==> src/rtl/core/bsgff_pkg.sv <==
// Types and constants shared by the bitmap set/get/find-first block.
package bsgff_pkg;

	localparam int CountW = 11;
	localparam int PosW   = 10;
	localparam int OpW    = 3;

	localparam logic [CountW-1:0] CountReset = 11'd1024;

	localparam logic [OpW-1:0] OpWrite    = 3'd0;
	localparam logic [OpW-1:0] OpRead     = 3'd1;
	localparam logic [OpW-1:0] OpFindZero = 3'd2;
	localparam logic [OpW-1:0] OpFindOne  = 3'd3;
	localparam logic [OpW-1:0] OpClear    = 3'd4;

	typedef struct packed {
		logic [OpW-1:0]  opcode;
		logic [PosW-1:0] position;
		logic            bit_value;
	} req_t;

	typedef struct packed {
		logic [CountW-1:0] found_index;
		logic              read_bit;
		logic              index_fault;
	} rsp_t;

	typedef enum logic [1:0] {
		ST_CLEAR,
		ST_IDLE,
		ST_SCAN,
		ST_RESP
	} state_t;

endpackage

==> src/rtl/core/bsgff_word_eval.sv <==
// Masks one flag word to a window and encodes the first matching bit.
module bsgff_word_eval #(
	parameter int WORD_BITS = 64,
	parameter int XW        = 12
) (
	input  logic [WORD_BITS-1:0]         data,
	input  logic [XW-1:0]                base,
	input  logic [XW-1:0]                start,
	input  logic [XW-1:0]                limit,
	input  logic                         want_one,
	output logic                         hit,
	output logic [$clog2(WORD_BITS)-1:0] first
);

	localparam int OW = $clog2(WORD_BITS);

	logic [XW-1:0]        lo;
	logic [XW-1:0]        hi;
	logic [WORD_BITS-1:0] cand;

	assign lo = (start > base) ? start - base : '0;
	assign hi = (limit > base) ? limit - base : '0;

	always_comb begin
		for (int b = 0; b < WORD_BITS; b++) begin
			cand[b] = (data[b] == want_one) && (XW'(b) >= lo) && (XW'(b) < hi);
		end
	end

	always_comb begin
		first = '0;
		for (int b = WORD_BITS - 1; b >= 0; b--) begin
			if (cand[b]) begin
				first = OW'(b);
			end
		end
	end

	assign hit = |cand;

endmodule

==> src/rtl/core/bitmap_set_get_find_first.sv <==
// Bitmap flag store with bit write/read, clear-all and find-first-zero/one.
//
//  port group | dir | handshake             | word
//  req        | in  | req_valid / req_ready | bsgff_pkg::req_t
//  rsp        | out | rsp_valid / rsp_ready | bsgff_pkg::rsp_t
//  cfg        | in  | cfg_we                | cfg_wdata (bit_count)
//
// Write, read and find scan the flag RAM one word per cycle from word 0; find-zero
// and find-one share one word evaluator.
// Out-of-range requests skip the scan; clear-all sweeps the RAM to zero, then answers.
// After reset the RAM is swept to zero before req_ready rises.
// One request at a time; a finished response waits in the rsp register.
module bitmap_set_get_find_first #(
	parameter int MAX_BITS  = 1024,
	parameter int WORD_BITS = 64
) (
	input  logic                         clk,
	input  logic                         arst_n,
	input  logic                         req_valid,
	output logic                         req_ready,
	input  bsgff_pkg::req_t              req,
	output logic                         rsp_valid,
	input  logic                         rsp_ready,
	output bsgff_pkg::rsp_t              rsp,
	input  logic                         cfg_we,
	input  logic [bsgff_pkg::CountW-1:0] cfg_wdata
);

	localparam int WORD_COUNT = (MAX_BITS + WORD_BITS - 1) / WORD_BITS;
	localparam int AW  = (WORD_COUNT > 1) ? $clog2(WORD_COUNT) : 1;
	localparam int OW  = $clog2(WORD_BITS);
	localparam int BW  = $clog2(WORD_COUNT * WORD_BITS + WORD_BITS + 1);
	localparam int XW  = (BW > bsgff_pkg::CountW + 1) ? BW : bsgff_pkg::CountW + 1;
	localparam logic [AW-1:0] LastAddr = AW'(WORD_COUNT - 1);
	localparam logic [XW-1:0] MaxX     = XW'(MAX_BITS);
	localparam logic [XW-1:0] WordX    = XW'(WORD_BITS);

	logic [WORD_BITS-1:0] mem [WORD_COUNT];

	bsgff_pkg::state_t state_q, st_d;

	logic [bsgff_pkg::CountW-1:0]    bit_count_q;
	logic [bsgff_pkg::CountW-1:0]    count_q;
	logic [bsgff_pkg::OpW-1:0]       op_q;
	logic [bsgff_pkg::PosW-1:0]      pos_q;
	logic                            val_q;
	logic                            pend_q;
	logic [AW-1:0]                   addr_q;
	logic                            issue_done_q;
	logic [XW-1:0]                   base_q;
	logic                            vld_s1;
	logic [XW-1:0]                   base_s1;
	logic [AW-1:0]                   addr_s1;
	logic [WORD_BITS-1:0]            data_s1;
	bsgff_pkg::rsp_t                 res_q, res_d;
	bsgff_pkg::rsp_t                 rsp_q;
	logic                            rsp_valid_q;

	logic [XW-1:0]          live_x;
	logic [XW-1:0]          cnt_x;
	logic [XW-1:0]          pos_x;
	logic                   accept;
	logic                   start_scan;
	logic                   start_clear;
	logic                   res_load;
	logic                   mem_we;
	logic [AW-1:0]          mem_waddr;
	logic [WORD_BITS-1:0]   mem_wdata;
	logic [WORD_BITS-1:0]   mod_word;
	logic                   in_word;
	logic [OW-1:0]          off;
	logic                   hit;
	logic [OW-1:0]          first;
	logic                   rsp_free;

	assign live_x   = (XW'(bit_count_q) > MaxX) ? MaxX : XW'(bit_count_q);
	assign cnt_x    = XW'(count_q);
	assign pos_x    = XW'(pos_q);
	assign accept   = req_valid && req_ready;
	assign rsp_free = !rsp_valid_q || rsp_ready;

	assign in_word = (pos_x >= base_s1) && (pos_x < base_s1 + WordX);
	assign off     = OW'(pos_x - base_s1);

	always_comb begin
		mod_word      = data_s1;
		mod_word[off] = val_q;
	end

	bsgff_word_eval #(
		.WORD_BITS(WORD_BITS),
		.XW       (XW)
	) u_eval (
		.data    (data_s1),
		.base    (base_s1),
		.start   (pos_x),
		.limit   (cnt_x),
		.want_one(op_q == bsgff_pkg::OpFindOne),
		.hit     (hit),
		.first   (first)
	);

	always_comb begin
		st_d        = state_q;
		res_d       = '0;
		res_load    = 1'b0;
		start_scan  = 1'b0;
		start_clear = 1'b0;
		mem_we      = 1'b0;
		mem_waddr   = addr_q;
		mem_wdata   = '0;
		req_ready   = (state_q == bsgff_pkg::ST_IDLE);
		unique case (state_q)
			bsgff_pkg::ST_CLEAR: begin
				mem_we = 1'b1;
				if (addr_q == LastAddr) begin
					st_d = pend_q ? bsgff_pkg::ST_RESP : bsgff_pkg::ST_IDLE;
				end
			end
			bsgff_pkg::ST_IDLE: begin
				if (accept) begin
					res_load = 1'b1;
					st_d     = bsgff_pkg::ST_RESP;
					case (req.opcode) inside
						bsgff_pkg::OpWrite, bsgff_pkg::OpRead: begin
							if (XW'(req.position) >= live_x) begin
								res_d.index_fault = 1'b1;
							end else begin
								start_scan = 1'b1;
								st_d       = bsgff_pkg::ST_SCAN;
							end
						end
						bsgff_pkg::OpFindZero, bsgff_pkg::OpFindOne: begin
							if (XW'(req.position) >= live_x) begin
								res_d.found_index = bsgff_pkg::CountW'(live_x);
							end else begin
								start_scan = 1'b1;
								st_d       = bsgff_pkg::ST_SCAN;
							end
						end
						bsgff_pkg::OpClear: begin
							start_clear = 1'b1;
							st_d        = bsgff_pkg::ST_CLEAR;
						end
						default: begin
						end
					endcase
				end
			end
			bsgff_pkg::ST_SCAN: begin
				if (vld_s1) begin
					case (op_q)
						bsgff_pkg::OpWrite: begin
							if (in_word) begin
								mem_we    = 1'b1;
								mem_waddr = addr_s1;
								mem_wdata = mod_word;
								res_load  = 1'b1;
								st_d      = bsgff_pkg::ST_RESP;
							end
						end
						bsgff_pkg::OpRead: begin
							if (in_word) begin
								res_d.read_bit = data_s1[off];
								res_load       = 1'b1;
								st_d           = bsgff_pkg::ST_RESP;
							end
						end
						default: begin
							if (hit) begin
								res_d.found_index = bsgff_pkg::CountW'(base_s1 + XW'(first));
								res_load          = 1'b1;
								st_d              = bsgff_pkg::ST_RESP;
							end else if (base_s1 + WordX >= cnt_x) begin
								res_d.found_index = count_q;
								res_load          = 1'b1;
								st_d              = bsgff_pkg::ST_RESP;
							end
						end
					endcase
				end
			end
			bsgff_pkg::ST_RESP: begin
				if (rsp_free) begin
					st_d = bsgff_pkg::ST_IDLE;
				end
			end
			default: begin
				st_d = bsgff_pkg::ST_IDLE;
			end
		endcase
	end

	always_ff @(posedge clk or negedge arst_n) begin
		if (!arst_n) begin
			state_q      <= bsgff_pkg::ST_CLEAR;
			bit_count_q  <= bsgff_pkg::CountReset;
			pend_q       <= 1'b0;
			addr_q       <= '0;
			issue_done_q <= 1'b0;
			vld_s1       <= 1'b0;
			rsp_valid_q  <= 1'b0;
		end else begin
			state_q <= st_d;
			if (cfg_we) begin
				bit_count_q <= cfg_wdata;
			end
			if (start_clear || start_scan) begin
				addr_q       <= '0;
				issue_done_q <= 1'b0;
				vld_s1       <= 1'b0;
				pend_q       <= start_clear;
			end else if (state_q == bsgff_pkg::ST_CLEAR) begin
				addr_q <= addr_q + AW'(1);
			end else if (state_q == bsgff_pkg::ST_SCAN) begin
				vld_s1 <= !issue_done_q;
				if (!issue_done_q) begin
					if (addr_q == LastAddr) begin
						issue_done_q <= 1'b1;
					end else begin
						addr_q <= addr_q + AW'(1);
					end
				end
			end
			if (state_q == bsgff_pkg::ST_RESP && rsp_free) begin
				rsp_valid_q <= 1'b1;
			end else if (rsp_ready) begin
				rsp_valid_q <= 1'b0;
			end
		end
	end

	always_ff @(posedge clk) begin
		if (accept) begin
			op_q    <= req.opcode;
			pos_q   <= req.position;
			val_q   <= req.bit_value;
			count_q <= bsgff_pkg::CountW'(live_x);
		end
		if (start_scan) begin
			base_q <= '0;
		end else if (state_q == bsgff_pkg::ST_SCAN && !issue_done_q) begin
			base_q <= base_q + WordX;
		end
		base_s1 <= base_q;
		addr_s1 <= addr_q;
		if (res_load) begin
			res_q <= res_d;
		end
		if (state_q == bsgff_pkg::ST_RESP && rsp_free) begin
			rsp_q <= res_q;
		end
	end

	always_ff @(posedge clk) begin
		if (mem_we) begin
			mem[mem_waddr] <= mem_wdata;
		end
		data_s1 <= mem[addr_q];
	end

	assign rsp_valid = rsp_valid_q;
	assign rsp       = rsp_q;

endmodule
==> config.mk <==
export PLATFORM = sky130hd
export DESIGN_NAME = bitmap_set_get_find_first
export DESIGN_NICKNAME = d
export VERILOG_FILES = /design/src/rtl/core/bsgff_pkg.sv /design/src/rtl/core/bsgff_word_eval.sv /design/src/rtl/core/bitmap_set_get_find_first.sv
export SDC_FILE = /design/constraint.sdc
export NUM_CORES = 1
export LEC_CHECK = 0
export BUFFER_PORTS_ARGS = -buffer_cell sky130_fd_sc_hd__clkbuf_2
export CORE_ASPECT_RATIO = 1.75
export CORE_MARGIN = 3
export CORE_UTILIZATION = 40
export DETAILED_ROUTE_END_ITERATION = 10
export PLACE_DENSITY = 0.53
export SYNTH_ARGS = -nofsm -noshare
export SYNTH_HDL_FRONTEND = slang
export SYNTH_SLANG_ARGS = --single-unit
==> constraint.sdc <==
create_clock -name clk -period 12.4 [get_ports clk]
set_input_delay 2.48 -clock clk [delete_from_list [all_inputs] [get_ports clk]]
set_output_delay 2.48 -clock clk [all_outputs]
set_load 0.01 [all_outputs]
==> results by group, run 1 <==
Routing
  • Remaining routing DRC violations: 0
  • Detailed Route WL: 153000 µm
  • Drt pass-1 iters: 6
  • Via count: 27800
  • Via density per instance: 6.04
  • DR WL/cell: 33.1 µm
  • DRC marker count from the first detailed-route iteration: 2653
  • Final ANT Viol Nets: 0

Critical path
  • CP peak stage delay: 0.81 ns
  • Cells along the critical path: ha_1, inv_1, fa_1, xnor2_1, nand3b_1, mux2_4, nor3_2, a221oi_1, o21ai_0, nor4b_2, or4b_4, nor3_1, o211ai_1, and2_1
  • WP data required: 12.77 ns
  • CP arrival: 6.37 ns
  • CP max-delay cell: nor3_2
  • CP Capture Type: flop
  • Worst reg2reg setup slack: 6.40 ns
  • WS Path Type: flop to flop
  • Worst setup SP type: flop
  • CP Max Fanout: 13

Timing
  • Slew HR: 0.101
  • Fin. Hold Viols: 0
  • Slew at the pin closest to its max-slew limit: 1.34 ns
  • Final period utilization: 0.484
  • Clock Skew: 0.0409 ns
  • Fin crit period: 6.00 ns
  • Final TNS setup: 0 ns
  • Setup violators final: 0
  • RSZ-0062 raised after global routing: no
  • PnR worst setup slack: 6.40 ns
  • Slew Limit Fails: 0
  • WHS: 0.377 ns
  • Max Clock Freq: 0.167 GHz

Run status
  • Outcome: finished clean

Floorplanning
  • Die Width: 272 µm
  • Initial Util: 0.403
  • IO Pins: 45
  • Die area: 128000 µm²
  • Die height: 471 µm
  • Core Region: 123000 µm²
  • Cell Rows: 170

Layout
  • Leading cell type in the layout, fill and taps excluded: edfxtp_1
  • Fin nets: 2952
  • P&R area growth vs syn: 11.9%
  • Share of layout cells above drive strength 1: 0.231
  • Most frequent cells in the layout: 1075 x edfxtp_1, 321 x mux4_2, 136 x a21oi_1

Worst hold path
  • Hold WC Path Type: flop to flop

Global route
  • GR Util All Layers: 0.239
  • Initial antenna violation count: 4
  • First-pass GRT wire length: 217000 µm
  • Gr ovfl total: 0
  • Maximum number of pins on one net before global-route repair: 121
  • Vias in the first global route: 29200

Clock network
  • Clock Path Buffers: 3
  • CTS tree: built
  • Post-CTS Resized: 0
  • Clock root buffer: clkbuf_16
  • CTS clk-pin slew, worst paths: 0.06 ns
  • Post-CTS setup buffers: 0
  • Clock buffer count from CTS: 103
  • CTS HTree Levels: 3
  • CTS Hold Buffers Added: 0
  • Worst skew pair latency: 0.74 ns
  • TritonCTS Sinks: 1176

Yosys
  • Warnings from Yosys: 0
  • Syn Nets: 2888
  • Main synth FF type: edfxtp_1
  • Post-synth ARST share: 0.0179
  • Post-synthesis cell type count: 90
  • Post-synth EDFFs: 1075
  • Mean Syn Cell Area: 17.5 µm²
  • Mapped cell area: 49500 µm²
  • Synth Instances: 2821
  • Post-synthesis sequential area ratio: 0.695
  • Post-synthesis register bit count: 1176

Pwr
  • Leak: 0.0192 µW
  • Worst vdd rail ir drop: 319 µV
  • PwrDens: 229 nW/µm²

Placement
  • IO buf count: 44
  • Setup Slack @ Placement: 6.47 ns
  • Hpwl dp: 99100 µm
  • RePlAce Congestion: 0.928

Flow run
  • Max-Cap Viols: 0
## synth_stat cells (all sizes together), types with 19 or more instances
| master | n | area [µm²] |
|---|---|---|
| a211oi | 21 | 163 |
| a21oi | 142 | 722 |
| a22oi | 20 | 150 |
| a31oi | 19 | 119 |
| buf | 50 | 218 |
| clkbuf | 120 | 450 |
| dfrtp | 20 | 500 |
| dfxtp | 80 | 1600 |
| edfxtp | 1075 | 32300 |
| ha | 35 | 438 |
| inv | 47 | 176 |
| mux4 | 321 | 7230 |
| nand2 | 93 | 349 |
| nand2b | 23 | 144 |
| nand3 | 90 | 455 |
| nand4 | 21 | 131 |
| nor2 | 114 | 430 |
| nor3 | 34 | 195 |
| o21ai | 126 | 634 |
| xnor2 | 37 | 332 |
| xor2 | 42 | 368 |
## worst paths after layout
check	startpoint	end	cells after the start
min in group asynchronous	arst_n	addr_q[0]$_DFFE_PN0P_	1
worst min register to register	base_q[11]$_SDFFE_PP0P_	base_s1[11]$_DFF_P_	0
worst max-delay path	base_s1[6]$_DFF_P_	res_q[10]$_DFFE_PP_	14
worst max register to register	base_s1[6]$_DFF_P_	res_q[10]$_DFFE_PP_	14
worst min-delay path	base_q[11]$_SDFFE_PP0P_	base_s1[11]$_DFF_P_	0
max in group asynchronous	arst_n	addr_q[2]$_DFFE_PN0P_	1
## flip-flops by register name (all words and copies together), names as in the netlist, 2 cells and up
name	cells
state_q	2
base_s1	6
data_s1	64
bit_count_q	11
op_q	3
rsp	13
addr_s1	4
addr_q	4
res_q	13
pos_q	10
base_q	6
mem	1024
count_q	11
## layout make-up
type                    instances  area (µm²)
clock buffers                 134        2800
diodes                          1        2.50
multi-input cells            1426       14400
repair buffers                129         897
flip-flops and latches       1176       34400
inverters                      49         189
clock inverters                62         632
well taps                    1634        2040
fillers                     10600       67300
## layer usage
layer,track usage,vias to the layer above,share of wire
li1,-,11700,-
met1,0.264,14800,0.35
met2,0.440,1042,0.54
met3,0.0335,366,0.047
met4,0.128,0,0.063
met5,0,-,0
## stage by stage
step	total power, µW	util	cell area (µm²)	instances
after floorplan	7760	-	49500	2821
after global placement	9480	0.423	51900	4410
after detailed placement	9500	0.423	52000	4413
after CTS	12800	0.451	55400	4609
after global routing	13200	0.451	55400	4611
final	12700	0.451	55400	4611
## critical path, delay by kind of cell, from the launching register on
kind | cells | cell delay (ns)
muxes | 1 | 0.38
adders and majority gates | 2 | 0.66
AOI/OAI and AO/OA | 3 | 0.82
DFF | 1 | 0.50
and+or+nand+nor | 6 | 2.96
xor gates and xnor gates | 1 | 0.26
buffers and inverters | 1 | 0.06
## kinds of logic (layout without fill, tap and decap cells)
family	Yosys count	after routing	synth area share
AOI/OAI and AO/OA	494	494	0.0644
adders and majority gates	37	37	0.00965
buffers and inverters	219	374	0.0172
other	0	1	0
and+or+nand+nor	476	476	0.0493
muxes	340	340	0.150
xor gates and xnor gates	79	79	0.0141
DFF	1176	1176	0.695
## power breakdown
group          switching [µW]  total [µW]  internal, µW  leakage, µW
clock network            1490        3290          1800      0.00168
logic                    2690        4340          1650      0.00521
registers                 430        5070          4640       0.0123
(Power assumes the default switching activity.)
==> inputs of run 2 (changes only) <==
Clock period 12.4 ns to 6.2 ns, I/O delays scaled along.
==> results by group, run 2 (same netlist as run 1, synthesis figures left out) <==
Run status
  • Outcome: finished clean (unchanged)

Layout
  • Largest registers: mem x1024, data_s1 x64 (unchanged)
  • P&R area growth vs syn: 13.6% (was 11.9%)
  • Area of the multi-input gates: 14400 µm² (unchanged)
  • Largest Register: mem (unchanged)
  • Final Util: 0.458 (was 0.451)
  • Fin nets: 3009 (was 2952)
  • Layout fillers: 10500 (was 10600)
  • Most frequent cells in the layout: 1075 x edfxtp_1, 321 x mux4_2, 135 x a21oi_1 (was 1075 x edfxtp_1, 321 x mux4_2, 136 x a21oi_1)
  • Largest register FFs: 1024 (unchanged)
  • Leading cell type in the layout, fill and taps excluded: edfxtp_1 (unchanged)
  • Share of layout cells above drive strength 1: 0.249 (was 0.231)
  • Register Area: 34400 µm² (unchanged)

Routing
  • Via density per instance: 5.99 (was 6.04)
  • Remaining routing DRC violations: 0 (unchanged)
  • DRC marker count from the first detailed-route iteration: 2830 (was 2653)
  • Via count: 28000 (was 27800)
  • Detailed Route WL: 153000 µm (about the same)
  • DR WL/cell: 32.8 µm (was 33.1 µm)
  • Final ANT Viol Nets: 0 (unchanged)
  • Drt pass-1 iters: 5 (was 6)

Pwr
  • Total chip power: 25600 µW (was 12700 µW)
  • Sw Ratio: 0.355 (was 0.363)
  • Comb pwr share: 0.338 (was 0.342)
  • Worst vdd rail ir drop: 468 µV (was 319 µV)
  • Clock share of power: 0.265 (was 0.259)
  • Leak: 0.0196 µW (was 0.0192 µW)
  • PwrDens: 455 nW/µm² (was 229 nW/µm²)
  • P_sw: 9090 µW (was 4610 µW)
  • Flop pwr share: 0.396 (was 0.399)
  • Int Pwr: 16500 µW (was 8080 µW)

Floorplanning
  • Core Region: 123000 µm² (unchanged)
  • Initial Util: 0.403 (unchanged)
  • Die area: 128000 µm² (unchanged)
  • Die Width: 272 µm (unchanged)
  • IO Pins: 45 (unchanged)
  • Cell Rows: 170 (unchanged)
  • Die height: 471 µm (unchanged)

Global route
  • Vias in the first global route: 29400 (was 29200)
  • Initial antenna violation count: 1 (was 4)
  • GRT met3 Usage: 0.0358 (was 0.0335)
  • Maximum number of pins on one net before global-route repair: 124 (was 121)
  • Met2 Use GR: 0.432 (was 0.440)
  • First-pass GRT wire length: 220000 µm (was 217000 µm)
  • Gr ovfl total: 0 (unchanged)
  • GR Util All Layers: 0.241 (was 0.239)
  • GR peak layer: met2 (unchanged)
  • Met1 Usage GRT: 0.270 (was 0.264)

Flow run
  • Max-Cap Viols: 0 (unchanged)

Clock network
  • Post-CTS Resized: 0 (unchanged)
  • CTS tree: built (unchanged)
  • Clock Path Buffers: 3 (unchanged)
  • Worst skew pair latency: 0.73 ns (was 0.74 ns)
  • TritonCTS Sinks: 1176 (unchanged)
  • Clock root buffer: clkbuf_16 (unchanged)
  • CTS clk-pin slew, worst paths: 0.07 ns (was 0.06 ns)
  • Clock buffer count from CTS: 104 (was 103)
  • CTS HTree Levels: 3 (unchanged)
  • CTS Hold Buffers Added: 0 (unchanged)
  • Post-CTS setup buffers: 0 (unchanged)

Critical path
  • Worst setup SP type: flop (unchanged)
  • Reg2Reg Depth: 16 (was 14)
  • CP Capture Type: flop (unchanged)
  • Worst R2R End: res_q[2]$_DFFE_PP_ (was res_q[10]$_DFFE_PP_)
  • WP data required: 6.53 ns (was 12.77 ns)
  • Worst setup path end: res_q[2]$_DFFE_PP_ (was res_q[10]$_DFFE_PP_)
  • R2r startpoint: base_s1[6]$_DFF_P_ (unchanged)
  • Worst reg2reg setup slack: 0.82 ns (was 6.40 ns)
  • CP Max Fanout: 13 (unchanged)
  • WS Path Type: flop to flop (unchanged)
  • Crit path from: base_s1[6]$_DFF_P_ (unchanged)
  • CP arrival: 5.72 ns (was 6.37 ns)

Placement
  • RePlAce Congestion: 0.979 (was 0.928)
  • IO buf count: 44 (unchanged)
  • Hpwl dp: 100000 µm (was 99100 µm)

Timing
  • Max Clock Freq: 0.186 GHz (was 0.167 GHz)
  • Fin crit period: 5.38 ns (was 6.00 ns)
  • Slew Limit Fails: 0 (unchanged)
  • Slew at the pin closest to its max-slew limit: 1.33 ns (was 1.34 ns)
  • Final TNS setup: 0 ns (unchanged)
  • Final period utilization: 0.868 (was 0.484)
  • RSZ-0062 raised after global routing: no (unchanged)
  • Slew HR: 0.108 (was 0.101)
  • Fin. Hold Viols: 0 (unchanged)
  • Setup violators final: 0 (unchanged)
  • Clock Skew: 0.0389 ns (was 0.0409 ns)

Worst hold path
  • Hold WC Path Type: flop to flop (unchanged)
[run 2: cell types whose count changed in the layout (fill, tap and decap cells not counted), moves of 2 or more]
cell        before  now
buf_12           3   23
buf_4           80  118
bufinv_16        9   13
clkbuf_1        22   24
clkbuf_8         8   11
clkinv_1        17    7
clkinvlp_4       3    6
nor2_1          95   97
nor2_2           3    1
[run 2: final cells by class]
type | count | area share
clock inverters | 58 | 0.0128
repair buffers | 185 | 0.0279
diodes | 1 | 0.0000445
multi-input cells | 1426 | 0.256
clock buffers | 140 | 0.0510
flip-flops and latches | 1176 | 0.612
well taps | 1634 | 0.0364
inverters | 49 | 0.00336
[run 2: stage by stage]
| step | area [µm²] | setup WS (ns) | cells | hold WS (ns) |
|---|---|---|---|---|
| 2_1_floorplan | 49500 | 0.248 | 2821 | 0.345 |
| 5_1_grt | 56200 | 0.388 | 4669 | 0.389 |
| 4_1_cts | 56200 | 0.833 | 4668 | 0.375 |
| 3_5_place_dp | 52600 | 0.903 | 4470 | 0.359 |
| 3_3_place_gp | 52600 | 0.930 | 4470 | 0.356 |
| 6_report | 56200 | 0.816 | 4669 | 0.373 |
[run 2: routing by layer]
metal,up-vias,share of wire
met3,384,0.048
met2,1088,0.53
li1,11800,-
met1,14700,0.35
met5,-,0
met4,0,0.072
[run 2: critical path, stage by stage, from the launching register on]
cell      delay, ns
dfxtp_1        0.45
ha_1           0.23
inv_1          0.06
fa_1           0.40
xor2_1         0.19
nor3_1         0.23
buf_4          0.20
o21ai_0        0.31
a311oi_1       0.71
a21oi_1        0.16
nor3_1         0.72
nor4b_1        0.14
buf_4          0.20
nand4_1        0.17
nor3_1         0.11
o211ai_1       0.15
and2_1         0.54
[run 2: worst min-delay path by stage]
stage	end	cells after the start	start	slack, ns
2_1_floorplan	addr_s1[2]$_DFF_P_	0	addr_q[2]$_DFFE_PN0P_	0.35
3_3_place_gp	base_s1[11]$_DFF_P_	0	base_q[11]$_SDFFE_PP0P_	0.36
3_5_place_dp	base_s1[11]$_DFF_P_	0	base_q[11]$_SDFFE_PP0P_	0.36
4_1_cts	base_s1[11]$_DFF_P_	0	base_q[11]$_SDFFE_PP0P_	0.38
5_1_grt	base_s1[11]$_DFF_P_	0	base_q[11]$_SDFFE_PP0P_	0.39
6_report	base_s1[11]$_DFF_P_	0	base_q[11]$_SDFFE_PP0P_	0.37
[run 2: power groups by stage]
stage / registers, µW / logic [µW] / clock network, µW
after global routing: 10200 / 9240 / 7260
after floorplan: 9720 / 5800 / 0
after detailed placement: 10300 / 8650 / 0
after CTS: 10100 / 8690 / 6960
final: 10100 / 8650 / 6790
after global placement: 10300 / 8660 / 0
